## src/sfr_pkg.sv

```systemverilog
// package for the framed receiver: payload structs and fixed constants
// no dependencies; imported by sync_framed_receiver_crc_hamming_unit
package sfr_pkg;

    localparam int CFG_INDEX_W = 2;
    localparam int CFG_DATA_W  = 16;

    // register indexes of the configuration port
    localparam logic [CFG_INDEX_W-1:0] REG_SYNC_CHAR      = 2'd0;
    localparam logic [CFG_INDEX_W-1:0] REG_CRC_POLYNOMIAL = 2'd1;

    // register reset values
    localparam logic [6:0]  SYNC_CHAR_RST = 7'd22;
    localparam logic [15:0] CRC_POLY_RST  = 16'h8005;

    // substitute for a character that fails odd parity ('#')
    localparam logic [6:0] BAD_CHAR = 7'd35;

    // frame modes
    localparam logic [6:0] MODE_PLAIN   = 7'd0;
    localparam logic [6:0] MODE_CRC     = 7'd1;
    localparam logic [6:0] MODE_HAMMING = 7'd2;

    // frame status codes
    localparam logic [1:0] STATUS_OK      = 2'd0;
    localparam logic [1:0] STATUS_CRC_ERR = 2'd1;
    localparam logic [1:0] STATUS_BAD_MODE = 2'd2;

    typedef struct packed {
        logic [7:0] rx_byte;
        logic [3:0] check_bits;
    } sfr_in_t;

    typedef struct packed {
        logic [6:0]  character;
        logic        char_valid;
        logic        parity_fail;
        logic        corrected;
        logic [2:0]  corrected_bit;
        logic [6:0]  byte_index;
        logic        frame_end;
        logic [1:0]  frame_status;
        logic [15:0] frame_number;
    } sfr_out_t;

endpackage

```

## src/sync_framed_receiver_crc_hamming_unit.sv

```systemverilog
// framed receiver top level: sync hunt, header decode, crc-16 and hamming(12,8)
// depends on sfr_pkg for payload structs, register indexes and constants

// Synchronous framed receiver. Each input transaction carries one received
// byte (bit 7 is odd parity) plus four Hamming check bits. The receiver hunts
// for two sync characters, reads a mode and a length character, then passes
// each payload character on as one result transaction; the last result of a
// frame has frame_end set and carries the frame status. Header characters give
// no result, except a zero length, which gives one status-only result. Mode 1
// checks a CRC-16 over the raw payload bytes (the last two carry the CRC, so
// they come out with char_valid low); mode 2 corrects a single data bit using
// inverted check bits before the parity check; modes above 2 give only a
// status-only result on the last payload byte. Throughput is one transaction
// per clock while results are taken: an input register feeds one pass of
// parity, syndrome and bytewise CRC logic into the result register, which
// drives m_valid. s_ready drops only while the input register holds a
// transaction and the result register is full and not being taken.
// Configuration (sync_char at index 0, crc_polynomial at index 1) is always
// accepted; other indexes are ignored. Write it only while the block is idle.
module sync_framed_receiver_crc_hamming_unit
    import sfr_pkg::*;
(
    input  logic                   aclk,
    input  logic                   aresetn,
    // input channel
    input  logic                   s_valid,
    output logic                   s_ready,
    input  sfr_in_t                s_data,
    // result channel
    output logic                   m_valid,
    input  logic                   m_ready,
    output sfr_out_t               m_data,
    // configuration write channel
    input  logic                   cfg_valid,
    output logic                   cfg_ready,
    input  logic [CFG_INDEX_W-1:0] cfg_index,
    input  logic [CFG_DATA_W-1:0]  cfg_data
);

    // receiver phase
    typedef enum logic [2:0] {
        PH_SYNC1,
        PH_SYNC2,
        PH_MODE,
        PH_LEN,
        PH_DATA
    } phase_t;

    // configuration registers
    logic [6:0]  sync_char_reg;
    logic [15:0] crc_poly_reg;

    // input register
    logic        in_valid_reg;
    sfr_in_t     in_reg;

    // frame state
    phase_t      phase_reg,        phase_next;
    logic [6:0]  frame_mode_reg,   frame_mode_next;
    logic [6:0]  frame_length_reg, frame_length_next;
    logic [6:0]  byte_count_reg,   byte_count_next;
    logic [15:0] crc_reg,          crc_next;
    logic [15:0] frame_counter_reg, frame_counter_next;

    // result register
    logic        out_valid_reg;
    sfr_out_t    out_reg;

    // datapath signals
    logic        advance;
    logic        has_res;
    sfr_out_t    res;
    logic        hdr_fail;
    logic [6:0]  hdr_char;
    logic [3:0]  syndrome;
    logic        syn_hit;
    logic [2:0]  syn_bit;
    logic        fix_en;
    logic [7:0]  fixed_byte;
    logic        dat_fail;
    logic [6:0]  dat_char;
    logic [15:0] crc_step;
    logic        is_last;
    logic        is_data;

    // one byte of the crc, msb first, eight shift steps
    function automatic logic [15:0] crc_byte(input logic [15:0] rem,
                                             input logic [7:0]  b,
                                             input logic [15:0] poly);
        logic [15:0] r;
        r = rem ^ {b, 8'h00};
        for (int i = 0; i < 8; i++) begin
            if (r[15]) begin
                r = {r[14:0], 1'b0} ^ poly;
            end else begin
                r = {r[14:0], 1'b0};
            end
        end
        return r;
    endfunction

    // pipeline control: the input register moves on when the result
    // register is empty or is being emptied in this cycle
    assign advance   = in_valid_reg && (!out_valid_reg || m_ready);
    assign s_ready   = !in_valid_reg || advance;
    assign m_valid   = out_valid_reg;
    assign m_data    = out_reg;
    assign cfg_ready = 1'b1;

    // header characters: odd parity, failures become '#'
    assign hdr_fail = ~^in_reg.rx_byte;
    assign hdr_char = hdr_fail ? BAD_CHAR : in_reg.rx_byte[6:0];

    // hamming(12,8) syndrome, check bits sent inverted
    assign syndrome[3] = ~(in_reg.rx_byte[3] ^ in_reg.rx_byte[2] ^ in_reg.rx_byte[1]
                         ^ in_reg.rx_byte[0]) ^ in_reg.check_bits[3];
    assign syndrome[2] = ~(in_reg.rx_byte[6] ^ in_reg.rx_byte[5] ^ in_reg.rx_byte[4]
                         ^ in_reg.rx_byte[0]) ^ in_reg.check_bits[2];
    assign syndrome[1] = ~(in_reg.rx_byte[7] ^ in_reg.rx_byte[5] ^ in_reg.rx_byte[4]
                         ^ in_reg.rx_byte[2] ^ in_reg.rx_byte[1]) ^ in_reg.check_bits[1];
    assign syndrome[0] = ~(in_reg.rx_byte[7] ^ in_reg.rx_byte[6] ^ in_reg.rx_byte[4]
                         ^ in_reg.rx_byte[3] ^ in_reg.rx_byte[1]) ^ in_reg.check_bits[0];

    // syndrome to data bit; check-bit positions and zero leave the byte alone
    always_comb begin
        syn_hit = 1'b1;
        syn_bit = 3'd0;
        unique case (syndrome)
            4'd12:   syn_bit = 3'd0;
            4'd11:   syn_bit = 3'd1;
            4'd10:   syn_bit = 3'd2;
            4'd9:    syn_bit = 3'd3;
            4'd7:    syn_bit = 3'd4;
            4'd6:    syn_bit = 3'd5;
            4'd5:    syn_bit = 3'd6;
            4'd3:    syn_bit = 3'd7;
            default: syn_hit = 1'b0;
        endcase
    end

    assign fix_en     = syn_hit && (frame_mode_reg == MODE_HAMMING);
    assign fixed_byte = fix_en ? (in_reg.rx_byte ^ (8'd1 << syn_bit)) : in_reg.rx_byte;
    assign dat_fail   = ~^fixed_byte;
    assign dat_char   = dat_fail ? BAD_CHAR : fixed_byte[6:0];

    // crc runs over the raw received byte
    assign crc_step = crc_byte(crc_reg, in_reg.rx_byte, crc_poly_reg);

    // last byte and data/crc split by payload position
    assign is_last = ({1'b0, byte_count_reg} + 8'd1) >= {1'b0, frame_length_reg};
    assign is_data = (frame_mode_reg != MODE_CRC)
                   || (({1'b0, byte_count_reg} + 8'd2) < {1'b0, frame_length_reg});

    // next state and result for the transaction in the input register
    always_comb begin
        phase_next         = phase_reg;
        frame_mode_next    = frame_mode_reg;
        frame_length_next  = frame_length_reg;
        byte_count_next    = byte_count_reg;
        crc_next           = crc_reg;
        frame_counter_next = frame_counter_reg;
        has_res            = 1'b0;
        res                = '0;
        res.frame_number   = frame_counter_reg;

        unique case (phase_reg)
            PH_SYNC1: begin
                if (hdr_char == sync_char_reg) begin
                    phase_next = PH_SYNC2;
                end
            end
            PH_SYNC2: begin
                // a mismatch is not retried as a first sync
                phase_next = (hdr_char == sync_char_reg) ? PH_MODE : PH_SYNC1;
            end
            PH_MODE: begin
                frame_mode_next = hdr_char;
                phase_next      = PH_LEN;
            end
            PH_LEN: begin
                frame_length_next = hdr_char;
                byte_count_next   = '0;
                crc_next          = '0;
                if (hdr_char == 7'd0) begin
                    // empty frame: status-only result at once
                    has_res            = 1'b1;
                    res.frame_end      = 1'b1;
                    res.frame_status   = (frame_mode_reg <= MODE_HAMMING) ? STATUS_OK
                                                                          : STATUS_BAD_MODE;
                    frame_counter_next = frame_counter_reg + 16'd1;
                    phase_next         = PH_SYNC1;
                end else begin
                    phase_next = PH_DATA;
                end
            end
            PH_DATA: begin
                byte_count_next = byte_count_reg + 7'd1;
                crc_next        = crc_step;
                res.byte_index  = byte_count_reg;
                if (frame_mode_reg > MODE_HAMMING) begin
                    has_res          = is_last;
                    res.frame_end    = 1'b1;
                    res.frame_status = STATUS_BAD_MODE;
                end else begin
                    has_res           = 1'b1;
                    res.character     = dat_char;
                    res.char_valid    = is_data;
                    res.parity_fail   = dat_fail;
                    res.corrected     = fix_en;
                    res.corrected_bit = fix_en ? syn_bit : 3'd0;
                    res.frame_end     = is_last;
                    if (is_last && (frame_mode_reg == MODE_CRC) && (crc_step != 16'd0)) begin
                        res.frame_status = STATUS_CRC_ERR;
                    end
                end
                if (is_last) begin
                    frame_counter_next = frame_counter_reg + 16'd1;
                    phase_next         = PH_SYNC1;
                end
            end
            default: begin
                phase_next = PH_SYNC1;
            end
        endcase
    end

    // all state, configuration and registered outputs
    always_ff @(posedge aclk) begin
        if (!aresetn) begin
            sync_char_reg     <= SYNC_CHAR_RST;
            crc_poly_reg      <= CRC_POLY_RST;
            in_valid_reg      <= 1'b0;
            out_valid_reg     <= 1'b0;
            phase_reg         <= PH_SYNC1;
            frame_mode_reg    <= '0;
            frame_length_reg  <= '0;
            byte_count_reg    <= '0;
            crc_reg           <= '0;
            frame_counter_reg <= 16'd1;
        end else begin
            // configuration transaction
            if (cfg_valid && cfg_ready) begin
                unique case (cfg_index)
                    REG_SYNC_CHAR:      sync_char_reg <= cfg_data[6:0];
                    REG_CRC_POLYNOMIAL: crc_poly_reg  <= cfg_data;
                    default: ;
                endcase
            end

            // input register
            if (s_valid && s_ready) begin
                in_valid_reg <= 1'b1;
                in_reg       <= s_data;
            end else if (advance) begin
                in_valid_reg <= 1'b0;
            end

            // frame state and result register
            if (advance) begin
                phase_reg         <= phase_next;
                frame_mode_reg    <= frame_mode_next;
                frame_length_reg  <= frame_length_next;
                byte_count_reg    <= byte_count_next;
                crc_reg           <= crc_next;
                frame_counter_reg <= frame_counter_next;
                out_valid_reg     <= has_res;
                if (has_res) begin
                    out_reg <= res;
                end
            end else if (m_ready) begin
                out_valid_reg <= 1'b0;
            end
        end
    end

`ifndef ASSERT_OFF
    // the frame number moves on exactly when a frame-ending result is loaded
    a_frame_count: assert property (@(posedge aclk) disable iff (!aresetn)
        (advance && has_res && res.frame_end)
        |=> (frame_counter_reg == $past(frame_counter_reg) + 16'd1))
        else $error("frame counter did not advance at frame end");

    // a nonzero status only ever rides on the last result of a frame
    a_status_end: assert property (@(posedge aclk) disable iff (!aresetn)
        (out_valid_reg && (out_reg.frame_status != STATUS_OK)) |-> out_reg.frame_end)
        else $error("frame status set on a result that is not frame end");

    // payload phase never runs with an empty frame length
    a_len_nonzero: assert property (@(posedge aclk) disable iff (!aresetn)
        (phase_reg == PH_DATA) |-> (frame_length_reg != 7'd0))
        else $error("payload phase with zero frame length");

    // the input side only stalls behind a held transaction
    a_stall_cause: assert property (@(posedge aclk) disable iff (!aresetn)
        !s_ready |-> (in_valid_reg && out_valid_reg && !m_ready))
        else $error("input stalled without a blocked result");
`endif

endmodule
```

## config.mk

```make
export PLATFORM = sky130hd
export DESIGN_NAME = sync_framed_receiver_crc_hamming_unit
export DESIGN_NICKNAME = d
export VERILOG_FILES = /design/src/sfr_pkg.sv /design/src/sync_framed_receiver_crc_hamming_unit.sv
export SDC_FILE = /design/constraint.sdc
export NUM_CORES = 1
export LEC_CHECK = 0
export BUFFER_PORTS_ARGS = -buffer_cell sky130_fd_sc_hd__buf_2
export CAP_MARGIN = 0
export CORE_MARGIN = 3
export CORE_UTILIZATION = 60
export DETAILED_ROUTE_END_ITERATION = 10
export GPL_ROUTABILITY_DRIVEN = 0
export PLACE_DENSITY_LB_ADDON = 0.05
export SYNTH_ARGS = -nofsm -noshare
export SYNTH_HDL_FRONTEND = slang
export SYNTH_SLANG_ARGS = --single-unit
```

## constraint.sdc

```tcl
create_clock -name aclk -period 6.7 [get_ports aclk]
set_input_delay 1.675 -clock aclk [delete_from_list [all_inputs] [get_ports aclk]]
set_output_delay 1.675 -clock aclk [all_outputs]
set_load 0.01 [all_outputs]
```

==> flow_summary.json, run 1 <==
{
  "clk-insertion-delay-late_ns": 0.42,
  "synthAdderAreaFrac": 0.0250,
  "use_met1": 0.382,
  "vias": 7317,
  "cp-startpoint": "in_reg[11]",
  "synth_simple_gate_area_frac": 0.221,
  "fin_crit_ns": 5.49,
  "numCtsBuffers": 17,
  "initial_core_util": 0.626,
  "syn_nets": 1080,
  "row_count": 43,
  "drt-pass1-iter-count": 6,
  "vias_per_cell": 5.80,
  "wl_um": 21400,
  "clockBufferDepth": 2,
  "post-cts-setup-buffers": 0,
  "syn_area_per_cell_um2": 8.65,
  "postRouteAntennaNets": 0,
  "overflow": 0,
  "largest_reg_flops": 39,
  "busiest_layer": "met2",
  "yosys_register_bits": 132,
  "cts_resized": 0,
  "final_util": 0.699,
  "synthFlopType": "dfxtp_1",
  "fmax_ghz": 0.182,
  "drt_iter0_markers": 757,
  "root_buffer": "clkbuf_16",
  "status": "finished clean",
  "n_fill_cell": 1142,
  "cts_hold_buffers": 0,
  "hpwl_um": 14800,
  "finalSetupTns_ns": 0,
  "p_int_mw": 1.69,
  "use_met2": 0.417,
  "synth_edf_count": 51,
  "fin_worst_skew_ns": 0.00702,
  "hold_start": "frame_length_reg[2]",
  "remaining_drc_errors": 0,
  "p_per_area_nw_per_um2": 250,
  "power.leakage_nw": 3.61,
  "finalNetCount": 1120,
  "maxCapViolations": 0,
  "antenna_found_initial": 0,
  "critPathRequiredTime_ns": 6.87,
  "p_comb_frac": 0.265,
  "synth_top_family_by_area": "simple AND/OR/NAND/NOR gates",
  "fin_crit_sh": 0.819,
  "port_buffers": 75,
  "setup_viol": 0,
  "final_hold_viol_count": 0,
  "yosysWarnings": 0,
  "dieArea_um2": 16300,
  "area_delta_synth_final_pct": 11.7,
  "switching_power_mw": 0.797,
  "vdd_ir_drop_max_v": 0.000200,
  "tightest_slew_ns": 1.04,
  "slew_violations": 0,
  "synth_xor_area_frac": 0.199,
  "synth-compound-area-share": 0.145,
  "hp-class": "flop to flop",
  "clkPwrFrac": 0.386,
  "h-tree-depth": 4,
  "cp-start-kind": "flop",
  "switching_share": 0.320,
  "clk_pin_slew_ns": 0.06,
  "cts_sinks": 132,
  "seqPwrFrac": 0.349,
  "r2r-start": "in_reg[11]",
  "arrival_ns": 5.66,
  "first_global_vias": 6666,
  "coreArea_um2": 14200,
  "grtUsageTotal": 0.266,
  "synthArstFlopShare": 0,
  "drive_gt1_frac": 0.136,
  "grt_pass1_wl_um": 34500,
  "end_kind": "flop",
  "crit_type": "flop to flop",
  "maxSlewHeadroom": 0.304,
  "cts_tree": "done",
  "dieHeight_um": 128,
  "antennaDiodeCount": 0,
  "ioPinCount": 77,
  "dieWidth_um": 128,
  "crit_path_max_fanout": 14,
  "synth_seq_area_share": 0.355,
  "wl_per_cell_um": 17.0,
  "synth_cell_types": 80,
  "rsz0062_at_grt": "no",
  "netlist_area_um2": 8890,
  "muxShareOfSynthArea": 0.0127,
  "use_met3": 0.0496,
  "netlist_instances": 1028,
  "grt_start_max_net_pins": 84
}
critical path, stage by stage, from the launching register on:
cell	delay [ns]
edfxtp_1	0.45
xor2_1	0.84
nand3_1	0.26
a21oi_1	0.31
o31ai_1	0.18
a211oi_4	0.48
mux2i_1	0.43
xnor2_2	0.14
xnor2_2	0.67
nand2_1	0.16
xor3_1	0.45
nand3b_1	0.20
o211a_2	0.27
nor4_1	0.27
a31oi_1	0.11
cell usage after synthesis (17+ instances only):
master	instances	share of area
o21ai_0	23	0.013
edfxtp_1	51	0.17
nor2_1	43	0.018
dfxtp_1	81	0.18
a21oi_1	28	0.016
clkbuf_1	53	0.022
ha_1	17	0.024
nand2_1	197	0.083
nand3_1	46	0.026
and2_1	26	0.018
a21boi_0	32	0.027
xor2_1	36	0.035
inv_1	23	0.0097
nor2b_1	29	0.020
xnor2_1	126	0.12
cells in the final DEF, fill, tap and decap left out, drive strengths merged, types with 30 or more instances in the layout:
cell type  count
a21oi         30
a21boi        33
xor2          37
nor2          43
buf           90
edfxtp        51
xnor2        132
nand3         46
dfxtp         81
nand2        198
power groups by stage:
stage | logic [mW] | clock network [mW] | registers [mW]
3_3_place_gp | 0.641 | 0 | 0.884
6_report | 0.659 | 0.961 | 0.868
2_1_floorplan | 0.535 | 0 | 0.862
3_5_place_dp | 0.644 | 0 | 0.884
4_1_cts | 0.649 | 0.974 | 0.867
5_1_grt | 0.715 | 1.01 | 0.869
per-layer routing:
layer / routed length [um] / up-vias / share of wire
li1: - / 3598 / -
met2: 9870 / 248 / 0.46
met1: 9690 / 3451 / 0.45
met4: 272 / 0 / 0.013
met3: 1560 / 20 / 0.073
met5: 0 / - / 0
final cells by class:
class	count	area, um^2	area share
Multi-Input combinational cell	803	5370	0.541
Sequential cell	132	3150	0.317
Timing Repair Buffer	90	488	0.0491
Clock buffer	17	425	0.0428
Tap cell	180	225	0.0227
Clock inverter	15	180	0.0181
Inverter	24	90.1	0.00907
through the flow:
step	power [mW]	setup slack [ns]	std cells	hold WS (ns)	area [um^2]
after floorplan	1.40	2.40	1028	0.429	8890
after global placement	1.52	1.54	1229	0.437	9330
after detailed placement	1.53	1.34	1229	0.460	9330
after CTS	2.49	1.25	1261	0.469	9930
after global routing	2.59	0.793	1261	0.489	9930
final	2.49	1.21	1261	0.464	9930
cells by family (layout without fill, tap and decap cells):
group | Yosys count | after routing
other | 1 | 1
buffers and inverters | 93 | 146
AO/OA/AOI/OAI | 178 | 178
XOR/XNOR | 179 | 179
multiplexers | 11 | 11
flip-flops | 132 | 132
AND/OR/NAND/NOR | 416 | 416
adder cells (fa/ha/maj) | 18 | 18
worst paths after layout:
check,endpoint,slack [ns],cells after the start
setup / recovery,m_data[16],1.21,14
hold / removal,frame_length_reg[2],0.46,2
setup reg to reg,m_data[16],1.21,14
hold reg to reg,frame_length_reg[2],0.46,2
(Power assumes the default switching activity.)
==> run 2: changes to the inputs <==
- clock period: 6.7 -> 5.4 ns (I/O delays scaled with it)
==> flow_summary.json, run 2 (same netlist as run 1, synthesis figures left out) <==
{
  "coreArea_um2": 14200,
  "arrival_ns": 5.12,
  "finalNetCount": 1132,
  "dieHeight_um": 128,
  "grt_pass1_wl_um": 35400,
  "final_common_cell": "nand2_1",
  "cts_resized": 0,
  "drive_gt1_frac": 0.145,
  "crit_type": "flop to flop",
  "busiest_layer": "met2",
  "initial_core_util": 0.626,
  "final_util": 0.707,
  "fin_crit_ns": 4.97,
  "multi_input_area_um2": 5370,
  "fin_area_um2": 10000,
  "final_hold_viol_count": 0,
  "whs_path_depth": 0,
  "root_buffer": "clkbuf_16",
  "grtUsageTotal": 0.271,
  "fin_worst_skew_ns": 0.00770,
  "end_kind": "flop",
  "r2r_slack_ns": 0.43,
  "maxCapViolations": 0,
  "r2r-start": "in_reg[9]",
  "maxSlewHeadroom": 0.304,
  "post-cts-setup-buffers": 0,
  "port_buffers": 75,
  "fin_crit_sh": 0.921,
  "cts_sinks": 132,
  "overflow": 0,
  "p_per_area_nw_per_um2": 311,
  "setup_viol": 0,
  "reg2reg_to": "m_data[16]",
  "hp-class": "flop to flop",
  "dieArea_um2": 16300,
  "postRouteAntennaNets": 0,
  "clk-insertion-delay-late_ns": 0.42,
  "wl_um": 21700,
  "drt-pass1-iter-count": 5,
  "n_fill_cell": 1136,
  "vdd_ir_drop_max_v": 0.000265,
  "antenna_found_initial": 0,
  "vias": 7461,
  "post-place-cells": 1241,
  "vias_per_cell": 5.86,
  "hpwl_um": 15100,
  "largest_reg_flops": 39,
  "fmax_ghz": 0.201,
  "clockBufferDepth": 2,
  "rsz0062_at_grt": "no",
  "r2r_cells": 14,
  "h-tree-depth": 4,
  "area_delta_synth_final_pct": 13.0,
  "power.leakage_nw": 3.67,
  "clk_pin_slew_ns": 0.06,
  "wl_per_cell_um": 17.0,
  "crit_path_max_fanout": 10,
  "hold_start": "frame_counter_reg[15]",
  "use_met3": 0.0554,
  "cp-start-kind": "flop",
  "placed_area_um2": 9420,
  "regArea_um2": 3150,
  "final_cell_mix": "nand2_1 (197), xnor2_1 (126), dfxtp_1 (81), buf_2 (75), edfxtp_1 (51)",
  "grt_start_max_net_pins": 64,
  "remaining_drc_errors": 0,
  "cts_tree": "done",
  "drt_iter0_markers": 647,
  "dieWidth_um": 128,
  "antennaDiodeCount": 0,
  "fin_cells": 1273,
  "ioPinCount": 77,
  "use_met1": 0.383,
  "row_count": 43,
  "slew_violations": 0,
  "first_global_vias": 6907,
  "cts_hold_buffers": 0,
  "whs_endpoint": "m_data[15]",
  "numCtsBuffers": 17,
  "critPathRequiredTime_ns": 5.55,
  "finalSetupTns_ns": 0,
  "tightest_slew_ns": 1.04,
  "use_met2": 0.423,
  "status": "finished clean"
}
==> run 2: cell count changes in the layout (fill, tap and decap cells not counted), sizes merged <==
| cell | change |
|---|---|
| buf | +12 |
| clkbuf | +5 |
| clkinv | -8 |
| clkinvlp | +3 |
==> run 2: area by class of cell <==
cell class | instances | share of cell area
clock inverters | 10 | 0.0143
clock buffers | 22 | 0.0482
multi-input cells | 803 | 0.535
repair buffers | 102 | 0.0575
flip-flops and latches | 132 | 0.314
inverters | 24 | 0.00897
well taps | 180 | 0.0224
==> run 2: through the flow <==
| stage | setup WS [ns] | power, mW | hold slack (ns) |
|---|---|---|---|
| 2_1_floorplan | 1.10 | 1.73 | 0.429 |
| 3_3_place_gp | 0.602 | 1.90 | 0.438 |
| 3_5_place_dp | 0.511 | 1.91 | 0.458 |
| 4_1_cts | 0.489 | 3.12 | 0.466 |
| 5_1_grt | 0.0539 | 3.27 | 0.477 |
| 6_report | 0.427 | 3.13 | 0.460 |
==> run 2: critical path, stage by stage, from the launching register on <==
cell and delay, ns:
edfxtp_1 0.62, xnor2_4 0.30, xnor2_1 0.18, or4_1 0.45, and3_4 0.21, a211oi_4 0.46, mux2i_1 0.40, xnor2_2 0.14
xnor2_2 0.52, nand2_1 0.15, xor3_1 0.44, nand3b_1 0.18, o211a_2 0.28, nor4_1 0.25, a31oi_1 0.12
==> run 2: power breakdown <==
group / switching, mW / internal, mW / total, mW / leakage [nW]
clock network: 0.434 / 0.779 / 1.21 / 0.300
registers: 0.0236 / 1.04 / 1.07 / 1.04
logic: 0.508 / 0.339 / 0.847 / 2.32
total: 0.965 / 2.16 / 3.13 / 3.67
==> run 2: per-layer routing <==
metal / share of wire / routed length (um)
met4: 0.018 / 392
met2: 0.45 / 9760
met1: 0.45 / 9790
met5: 0 / 0
met3: 0.080 / 1730
==> run 2: worst max-delay path by stage <==
stage | startpoint | to | slack [ns] | depth (start not counted)
floorplan | in_reg[9] | m_data[16] | 1.10 | 17
global placement | in_reg[9] | m_data[16] | 0.60 | 14
detailed placement | in_reg[9] | m_data[16] | 0.51 | 14
CTS | in_reg[9] | m_data[16] | 0.49 | 14
global route | in_reg[9] | m_data[16] | 0.05 | 14
finish | in_reg[9] | m_data[16] | 0.43 | 14
